==> config.mk <==
export PLATFORM = sky130hd
export DESIGN_NAME = fkbh_queue
export DESIGN_NICKNAME = d
export VERILOG_FILES = /design/src/hw/rtl/fkbh_pkg.sv /design/src/hw/rtl/fkbh_queue.sv
export SDC_FILE = /design/constraint.sdc
export NUM_CORES = 1
export LEC_CHECK = 0
export BUFFER_PORTS_ARGS = -buffer_cell sky130_fd_sc_hd__buf_2
export CORE_UTILIZATION = 48
export CTS_BUF_LIST = sky130_fd_sc_hd__clkbuf_8
export DETAILED_ROUTE_END_ITERATION = 7
export PLACE_DENSITY = 0.77
export SLEW_MARGIN = 20
export SYNTH_ARGS = -nofsm -noshare
export SYNTH_HDL_FRONTEND = slang
export SYNTH_SLANG_ARGS = --single-unit
==> constraint.sdc <==
create_clock -name clock -period 2.6 [get_ports clock]
set_clock_uncertainty 0.05 [all_clocks]
set_input_delay 0.39 -clock clock [delete_from_list [all_inputs] [get_ports clock]]
set_output_delay 0.39 -clock clock [all_outputs]
set_load 0.02 [all_outputs]
==> src/hw/rtl/fkbh_pkg.sv <==
// ----------------------------------------------------------------------------
// fkbh_pkg
// Shared types, codes and the fold hash for the folded-key bucket hash table.
// ----------------------------------------------------------------------------
package fkbh_pkg;

   localparam int TABLE_BUCKETS        = 32;
   localparam int HASH_KEY_BITS        = 8;
   localparam int HASH_HALF            = HASH_KEY_BITS / 2;
   localparam int BUCKET_W             = 5;
   localparam int KEY_W                = 16;
   localparam int VALUE_W              = 32;
   localparam int DEF_SLOTS_PER_BUCKET = 4;
   localparam int QUEUE_DEPTH          = 2;
   localparam int QUEUE_PTR_W          = $clog2(QUEUE_DEPTH);
   localparam int QUEUE_CNT_W          = $clog2(QUEUE_DEPTH + 1);

   localparam logic [1:0] CMD_INSERT = 2'd0;
   localparam logic [1:0] CMD_SEARCH = 2'd1;
   localparam logic [1:0] CMD_REMOVE = 2'd2;

   localparam logic [1:0] STATUS_OK        = 2'd0;
   localparam logic [1:0] STATUS_DUPLICATE = 2'd1;
   localparam logic [1:0] STATUS_NOT_FOUND = 2'd2;
   localparam logic [1:0] STATUS_FULL      = 2'd3;

   typedef struct packed {
      logic [1:0]                 cmd;
      logic [KEY_W-1:0]           key;
      logic signed [VALUE_W-1:0]  value;
   } req_type;

   typedef struct packed {
      logic [1:0]                 status;
      logic [BUCKET_W-1:0]        bucket;
      logic signed [VALUE_W-1:0]  found_value;
   } rsp_type;

   // one classified request waiting for the back end
   typedef struct packed {
      req_type                    req;
      logic [BUCKET_W-1:0]        bucket;
   } work_type;

   // high nibble xor low nibble of the low key byte, times two
   function automatic logic [BUCKET_W-1:0] fold_bucket(input logic [KEY_W-1:0] key);
      logic [HASH_HALF-1:0] folded;
      folded = key[HASH_HALF-1:0] ^ key[2*HASH_HALF-1:HASH_HALF];
      return {folded, 1'b0};
   endfunction

endpackage

==> src/hw/rtl/fkbh_queue.sv <==
// ----------------------------------------------------------------------------
// fkbh_queue
// Short queue between the front and back ends of the hash table.
// ----------------------------------------------------------------------------
module fkbh_queue
   import fkbh_pkg::*;
(
   input  logic     clock,
   input  logic     reset,
   input  logic     push,
   input  work_type push_data,
   input  logic     pop,
   output work_type pop_data,
   output logic     full,
   output logic     empty
);

   work_type                 entry_ff [QUEUE_DEPTH];
   logic [QUEUE_PTR_W-1:0]   wr_ptr_ff, wr_ptr_in;
   logic [QUEUE_PTR_W-1:0]   rd_ptr_ff, rd_ptr_in;
   logic [QUEUE_CNT_W-1:0]   count_ff, count_in;
   logic                     do_push, do_pop;

   assign full     = (count_ff == QUEUE_CNT_W'(QUEUE_DEPTH));
   assign empty    = (count_ff == '0);
   assign do_push  = push & ~full;
   assign do_pop   = pop & ~empty;
   assign pop_data = entry_ff[rd_ptr_ff];

   always_comb begin
      wr_ptr_in = wr_ptr_ff;
      rd_ptr_in = rd_ptr_ff;
      count_in  = count_ff;
      if (do_push) begin
         wr_ptr_in = (wr_ptr_ff == QUEUE_PTR_W'(QUEUE_DEPTH - 1)) ? '0 : wr_ptr_ff + 1'b1;
      end
      if (do_pop) begin
         rd_ptr_in = (rd_ptr_ff == QUEUE_PTR_W'(QUEUE_DEPTH - 1)) ? '0 : rd_ptr_ff + 1'b1;
      end
      if (do_push && !do_pop) begin
         count_in = count_ff + 1'b1;
      end else if (do_pop && !do_push) begin
         count_in = count_ff - 1'b1;
      end
   end

   always_ff @(posedge clock) begin
      if (reset) begin
         wr_ptr_ff <= '0;
         rd_ptr_ff <= '0;
         count_ff  <= '0;
      end else begin
         wr_ptr_ff <= wr_ptr_in;
         rd_ptr_ff <= rd_ptr_in;
         count_ff  <= count_in;
      end
   end

   always_ff @(posedge clock) begin
      if (do_push) begin
         entry_ff[wr_ptr_ff] <= push_data;
      end
   end

endmodule

* After elaboration in Yosys (flattened, before gate mapping)
Memories as Yosys holds them, arrays and structs flattened. A register that Yosys moved wholly into a read port is not among the register bits.
Cells that the tools add are included.
** Storage, ports and cells
- Register bits after elaboration :: 4
- Latch bits :: 0
- Bits in writable memories :: 110
- Memory bits (read-only) :: 0
- Output and inout port bits :: 57
- Word-level logic and storage cells :: 27
- Memories :: 1
** Operators by class
- $add $sub $neg :: 4
- $mul :: 0
- Divide/modulo/power cells :: 0
- $lt $le $gt $ge :: 0
- Equality and inequality tests :: 1
- Shift operators :: 0
- Multiplexer cells :: 8
- Bitwise gates (word level) :: 4
- Reductions and logical operators :: 6
** Memories
- entry_ff :: depth 2, bits a word 55, read ports 1, clocked after Yosys merged registers in 1, wr ports 1, RTL line fkbh_queue.sv:18 : work_type entry_ff [QUEUE_DEPTH];
** Operators by type and width (count)
- $mux W1 :: 6
- $mux W2 :: 2
- $add A1 B1 Y1 const B :: 2
- $add A2 B1 Y2 const B :: 1
- $and A1 B1 Y1 :: 2
- $eq A2 B2 Y1 const B :: 1
- $logic_and A1 B1 Y1 :: 2
- $logic_not A1 Y1 :: 2
- $logic_not A2 Y1 :: 1
- $not A1 Y1 :: 2
- $reduce_bool A2 Y1 :: 1
- $sub A2 B1 Y2 const B :: 1

* Longest topological paths before layout
Gate-level depths: netlist of the first run.
- Word-level depth :: 7
- Mapped depth :: 6
- Mapped depth without buffers :: 6

* Worst setup path before layout of the first run
No wires, ideal clock.
- Path type :: reg2reg
- Start point :: register count_ff[1]
- End point :: memory entry_ff[1][0] (netlist name) (enable)
- Setup time :: 419 ps
- Arrival time :: 1971 ps
- Data required time :: 2131 ps
- Slack :: 160 ps
- Stages on the path, launching flop included :: 4
- Path buffers :: 0
- Cells stage by stage :: dfxtp_1 > nor2b_2 > nor2_1 > and2_1
** On the way
- Word-level cells in the longest chain between the ends :: 5
** RTL lines
- start, declared :: RTL line fkbh_queue.sv:21 : logic [QUEUE_CNT_W-1:0] count_ff, count_in;
- start signal, assigned :: RTL line fkbh_queue.sv:55 : count_ff <= count_in;
- $eq A2 B2 Y1 :: RTL line fkbh_queue.sv:24 : assign full = (count_ff == QUEUE_CNT_W'(QUEUE_DEPTH));
- via full :: RTL line fkbh_queue.sv:14 : output logic full,
- $not A1 Y1 :: RTL line fkbh_queue.sv:26 : assign do_push = push & ~full;
- $and A1 B1 Y1 :: RTL line fkbh_queue.sv:26
- via do_push :: RTL line fkbh_queue.sv:22 : logic do_push, do_pop;
- $mux W1 :: RTL line fkbh_queue.sv:60 : if (do_push) begin
- $mux W1 (implied by the code) :: RTL line fkbh_queue.sv:61 : entry_ff[wr_ptr_ff] <= push_data;
- end, declared :: RTL line fkbh_queue.sv:18
The timed path passes the listed nets, and every way through them passes these cells.

==> impl_results.md, run 1 <==
- Status: finished clean
- Post-Layout Cell Count: 445
- WL per Instance: 15.9 um
- CP required: 2.16 ns
- CTS max path bufs: 2
- Post-synthesis sequential area ratio: 81.4%
- Vias/cell: 4.95
- Vias in the first global route: roughly 2200
- First-pass GRT wire length: 10700 um
- Worst Hold Class: input pin to register
- Layout fillers: 641
- Die Ht: 95.4 um
- Cell area power density: between 1000 and 1500 nW/um^2
- Synth Area per Inst: 21.3 sq um
- 1st-pass router iterations: 4
- Via Count: 2203
- Share of cells above drive strength 1: 60.3%
- All-Layer GR Usage: 16.6%
- Clock Sinks: around 120
- Post-CTS setup buffer count: 0
- Area Overhead vs Synth: 26.4%
- VDD IR max: about 0.58 mV
- PostCTS Resize Cnt: 0
- Syn Inst Count: 196
- Endpoint of the worst register-to-register path: count_ff[1]$_SDFFE_PP0P_
- Clk_lat worst skew: 0.40 ns
- TritonCTS clock tree: yes
- Fin crit period: 2.14 ns
- Std-Cell Rows: 33
- CP Buf/Inv Count: 2
- Initial antenna violation count: 1
- DRC: 0
- R2r setup slk: 0.92 ns
- Hold Worst Slack: 0.118 ns
- Die Area: 9090 sq um
- Root buffer cell: clkbuf_8
- Largest net degree at the start of global routing: 56
- CP arrival: 1.70 ns
- Overall power: 5.45 mW
- #FFs+latches synth: 115
- Max-Cap Viols: 0
- Worst Tran Pin Value: 0.463 ns
- Critical Path Start Type: register
- DIE WIDTH: 95.4 um
- Routability Congestion: 0.648
- Hold Path Sink: entry_ff[0][52]$_DFFE_PP_
- Num CTS Buffers: 17
- Dpl hpwl: between 4000 and 5000 um
- Clk pin slew, worst setup/hold paths: 0.07 ns
- RSZ-0062 raised after global routing: false
- Placed Instances: a little over 400
- CP top delay family: buffers and inverters
- Syn Nets: between 200 and 300
- Initial DRC count: 71
- Crit. End Element: output pin
- Pins Over Slew Limit: 0
- CP peak stage delay: 0.41 ns
- CP Cell Sequence: buf_4 -> mux2_2 -> buf_2
- H-tree depth: 4
- Most frequent cells in the layout: 115 x buf_2, 110 x edfxtp_1, 55 x mux2_2
- Library cells used by synthesis: 14
- Final setup TNS: 0 ns
- Port Buffer Count: 115
- GRT overflow: 0
- # diodes: 0
- Crit-path slowest cell: mux2_2
- Worst Hold Launch: push_data[52]
- Placed Area: 4900 sq um
- Routed Antenna Nets: 0
- IO Pins: 116
- P_leak: 2.00 nW
- Setup Viol. Count Final: 0
- Core area: 8340 sq um
- Wirelength, routed: 7060 um
- Synth Warn #: 0
- Hold buffer count at cts: 0
- Endpoints failing hold: 0
- Crit Path Category: register to output pin
- Finished Cell Area: 5290 sq um
- Mapped cell area: approximately 4200 sq um
- Starting Density: 50.2%
- Fmax: 467 MHz
- R2r worst-path depth: 5
- Final Cycle Share: 82.3%
- Commonest non-fill, non-tap cell in the layout: buf_2
- Slew headroom: 69.2%
- Nets: about 390
- RR Startpoint: count_ff[1]$_SDFFE_PP0P_
- Hold Path Depth: 1
- Crit Path Max Fanout: 35
cell usage after synthesis:
cell type | count | share of area (%)
buf_4 | 5 | 0.90
or3_1 | 2 | 0.30
dfxtp_1 | 5 | 2.4
ha_1 | 1 | 0.30
mux2_2 | 55 | 15
a21oi_1 | 2 | 0.24
inv_1 | 2 | 0.18
buf_2 | 1 | 0.12
o21ai_0 | 3 | 0.36
edfxtp_1 | 110 | 79
nor2b_2 | 1 | 0.21
and2_1 | 1 | 0.15
nor2_1 | 5 | 0.45
xor2_1 | 3 | 0.63
registers in the layout (all words and copies together), names as in the netlist, named ones only:
name and count:
wr_ptr_ff 1, entry_ff 110, count_ff 2, rd_ptr_ff 1
metrics by stage:
step | util, % | worst slack (ns)
after floorplan | - | 0.160
after CTS | 63.4 | 0.401
final | 63.4 | 0.459
after global routing | 63.4 | 0.353
after global placement | 58.8 | 0.859
after detailed placement | 58.8 | 0.852
layer usage:
metal	wire (um)	vias up	track usage [%]	share of wire, %
li1	-	1036	-	-
met1	2950	1072	19.4	42
met2	3540	85	27.0	50
met3	500	8	6.54	7.1
met4	59	2	7.58	0.84
met5	13	-	0	0.18
kinds of logic (layout without fill, tap and decap cells):
family	count (synthesis)	after routing	share of synthesized area, %
DFF	115	115	81.4
AOI/OAI and AO/OA	5	5	0.598
muxes	55	55	14.8
xor gates and xnor gates	3	3	0.628
buffers and inverters	8	152	1.20
and+or+nand+nor	9	9	1.11
adders and majority gates	1	1	0.299
power breakdown:
group / switching [mW] / internal (mW) / total (mW) / leakage (nW)
Sequential: 0.0672 / 2.33 / 2.40 / 1.07
Combinational: 0.881 / 0.596 / 1.48 / 0.740
Clock: 0.657 / 0.920 / 1.58 / 0.194
Total: 1.61 / 3.85 / 5.45 / 2.00
worst max-delay path by stage:
stage | from | end | slack, ns | cells past startpoint
after floorplan | count_ff[1]$_SDFFE_PP0P_ | entry_ff[1][0]$_DFFE_PP_ | 0.16 | 3
after global placement | register | pop_data[38] | 0.86 | 3
after detailed placement | register | pop_data[38] | 0.85 | 3
after CTS | register | pop_data[38] | 0.40 | 3
after global routing | register | pop_data[38] | 0.35 | 3
final | register | pop_data[38] | 0.46 | 3
final cells by class:
type / instances / area (sq um) / share of cell area [%]
clock inverters: 14 / 148 / 2.79
inverters: 2 / 7.51 / 0.142
clock buffers: 17 / 234 / 4.43
multi-input cells: 73 / 731 / 13.8
flip-flops and latches: 115 / 3400 / 64.4
well taps: 105 / 131 / 2.49
repair buffers: 119 / 631 / 11.9
No activity file was read; power rests on OpenSTA's default activity.
==> run 2, diff against run 1 <==
--- a/config.mk
+++ b/config.mk
@@ -5,11 +5,12 @@
 export SDC_FILE = /design/constraint.sdc
 export NUM_CORES = 1
 export LEC_CHECK = 0
+export ABC_AREA = 1
 export BUFFER_PORTS_ARGS = -buffer_cell sky130_fd_sc_hd__buf_2
-export CORE_UTILIZATION = 48
+export CORE_UTILIZATION = 54
 export CTS_BUF_LIST = sky130_fd_sc_hd__clkbuf_8
 export DETAILED_ROUTE_END_ITERATION = 7
-export PLACE_DENSITY = 0.77
+export PLACE_DENSITY = 0.81
 export SLEW_MARGIN = 20
 export SYNTH_ARGS = -nofsm -noshare
 export SYNTH_HDL_FRONTEND = slang
==> constraint.sdc (replaced) <==
create_clock -name clock -period 2.2 [get_ports clock]
set_clock_uncertainty 0.05 [all_clocks]
set_input_delay 0.33 -clock clock [delete_from_list [all_inputs] [get_ports clock]]
set_output_delay 0.33 -clock clock [all_outputs]
set_load 0.02 [all_outputs]
==> impl_results.md, run 2 <==
- Status: finished clean
- Post-synth EDFFs: 110
- Crit. End Element: output pin
- GRT overflow: 0
- CP arrival: 1.56 ns
- RSZ-0062 raised after global routing: false
- PostCTS Resize Cnt: 0
- Wirelength, routed: 7090 um
- TritonCTS clock tree: yes
- Fmax: 516 MHz
- Syn Inst Count: 208
- Max reg flops: 110
- All-Layer GR Usage: 17.9%
- Initial DRC count: roughly 130
- Vias in the first global route: 2365
- Library cells used by synthesis: 18
- Endpoints failing hold: 0
- Clk_lat worst skew: 0.41 ns
- Hold buffer count at cts: 0
- CP required: about 1.8 ns
- Pins Over Slew Limit: 0
- Final setup TNS: 0 ns
- Die Ht: 93.0 um
- Crit Path Category: register to output pin
- Top cells by count, synth: 110 x edfxtp_1, 50 x mux2_4, 9 x nor2_1
- Share of cells above drive strength 1: 58.6%
- Initial antenna violation count: 0
- H-tree depth: 4
- Top cell type's share of synthesized area: 73.9%
- Ys async rst share: 0%
- Post-CTS setup buffer count: 0
- # diodes: 0
- Clk pin slew, worst setup/hold paths: 0.06 ns
- Nets: 402
- Top-count cell post-synth: edfxtp_1
- Syn Nets: ~270
- Max-Cap Viols: 0
- Starting Density: 56.9%
- DRC: 0
- R2r worst-path depth: 8
- First-pass GRT wire length: 10900 um
- Std-Cell Rows: 32
- Synth Area per Inst: 21.5 sq um
- IO Pins: approximately 120
- Area leader, netlist: edfxtp_1
- Dpl hpwl: between 4000 and 5000 um
- Crit Path Max Fanout: 31
- Worst Tran Pin Value: between 0.5 and 0.6 ns
- Worst Hold Class: input pin to register
- Largest net degree at the start of global routing: 39
- Biggest register: entry_ff
- Port Buffer Count: 115
- Worst Setup EP: pop_data[33]
- Commonest non-fill, non-tap cell in the layout: buf_2
- Core area: ~7800 sq um
- Top FF cell, synth: edfxtp_1
- Die Area: 8640 sq um
- Critical Path Start Type: register
- Num CTS Buffers: 17
- Setup Viol. Count Final: 0
- Fin crit period: between 1.5 and 2 ns
- Layout fillers: about 540
- CP peak stage delay: 0.37 ns
- RR Startpoint: count_ff[1]$_SDFFE_PP0P_
- Via Count: between 2000 and 2500
- #FFs+latches synth: about 120
- Pre-CTS WS: 0.524 ns
- Mapped cell area: 4470 sq um
- Endpoint of the worst register-to-register path: count_ff[1]$_SDFFE_PP0P_
- Biggest regs: entry_ff x110, count_ff x2
- Post-synthesis sequential area ratio: 76.2%
- Register area: 3410 sq um
- Vias/cell: 5.00
- Area of the multi-input gates: between 900 and 1000 sq um
- Overall power: 6.77 mW
- P_leak: 2.25 nW
- Most frequent cells in the layout: 115 x buf_2, 110 x edfxtp_1, 50 x mux2_4
- CP Cell Sequence: buf_12 -> mux2_2 -> buf_2
- Clock Sinks: 115
- DIE WIDTH: between 90 and 100 um
- Slew headroom: 65.2%
- Final Util: 71.1%
- Largest cells by area after synthesis: edfxtp_1 74%, mux2_4 17%, buf_12 2.2%
- Root buffer cell: clkbuf_8
- CTS max path bufs: 2
- WL per Instance: about 16 um
- 1st-pass router iterations: 4
- Routability Congestion: ~0.74
- VDD IR max: 0.970 mV
- R2r setup slk: 0.51 ns
- Cell area power density: 1210 nW/um^2
- Area Overhead vs Synth: 24.9%
- Final Cycle Share: between 80% and 90%
- Crit-path slowest cell: dfxtp_4
- Synth Warn #: 0
- Worst Slack Setup Final: 0.262 ns
- Routed Antenna Nets: 0
## run 2: changes by cell type after synthesis, sizes merged, moves of 2 or more
cell,previous run,this run
or3,2,0
nor2,5,9
o21ai,3,5
inv,2,9
nand2,0,4
xor2,3,0
## run 2: worst min-delay path by stage
| stage | start | to | slack, ns | depth (start not counted) |
|---|---|---|---|---|
| after global routing | push_data[11] | entry_ff[1][11]$_DFFE_PP_ | 0.03 | 1 |
| after floorplan | push_data[0] | entry_ff[0][0]$_DFFE_PP_ | 0.38 | 0 |
| after CTS | push_data[6] | entry_ff[1][6]$_DFFE_PP_ | 0.03 | 1 |
| final | push_data[26] | entry_ff[0][26]$_DFFE_PP_ | 0.06 | 1 |
| after global placement | push_data[37] | entry_ff[0][37]$_DFFE_PP_ | 0.47 | 1 |
| after detailed placement | push_data[6] | entry_ff[1][6]$_DFFE_PP_ | 0.47 | 1 |
## run 2: stage by stage
step	instance area (sq um)	hold WS [ns]	std cells
after floorplan	4470	0.379	208
after global routing	5580	0.0285	457
after global placement	5150	0.467	425
after CTS	5580	0.0307	457
final	5580	0.0563	457
after detailed placement	5150	0.471	425
## run 2: layout make-up
class                      instances  share of cell area [%]
inverter                           9                   0.606
tap                              102                    2.29
clock inverter                    15                    3.52
clock buffer                      17                    4.19
sequential                       115                    61.1
multi-input combinational         78                    16.8
timing repair buffer             121                    11.6
## run 2: logic make-up after synthesis
kind of cell    synth area share (%)
mux                             18.1
compound gates                 0.756
simple gates                    1.48
flops                           76.2
fa+ha+maj                      0.280
buf+inv                         3.25
## run 2: power by group
group | leakage [nW] | switching [mW] | internal (mW)
sequential | 1.07 | 0.103 | 2.77
combinational | 0.957 | 1.02 | 0.796
clock | 0.224 | 0.761 | 1.32
total | 2.25 | 1.89 | 4.89
## run 2: layer usage
metal	GRT usage [%]	vias to the layer above	wire, um	share of wire (%)
met5	0	-	0	0
met4	9.49	0	140	2.0
met3	7.14	14	468	6.6
met2	31.0	83	3770	53
met1	18.5	1119	2700	38
li1	-	1070	-	-
## run 2: critical path: cells and delay by family, from the launching register on
kind | cells | cell delay, ns
buffers and inverters | 2 | 0.41
flip-flops | 1 | 0.37
multiplexers | 1 | 0.36
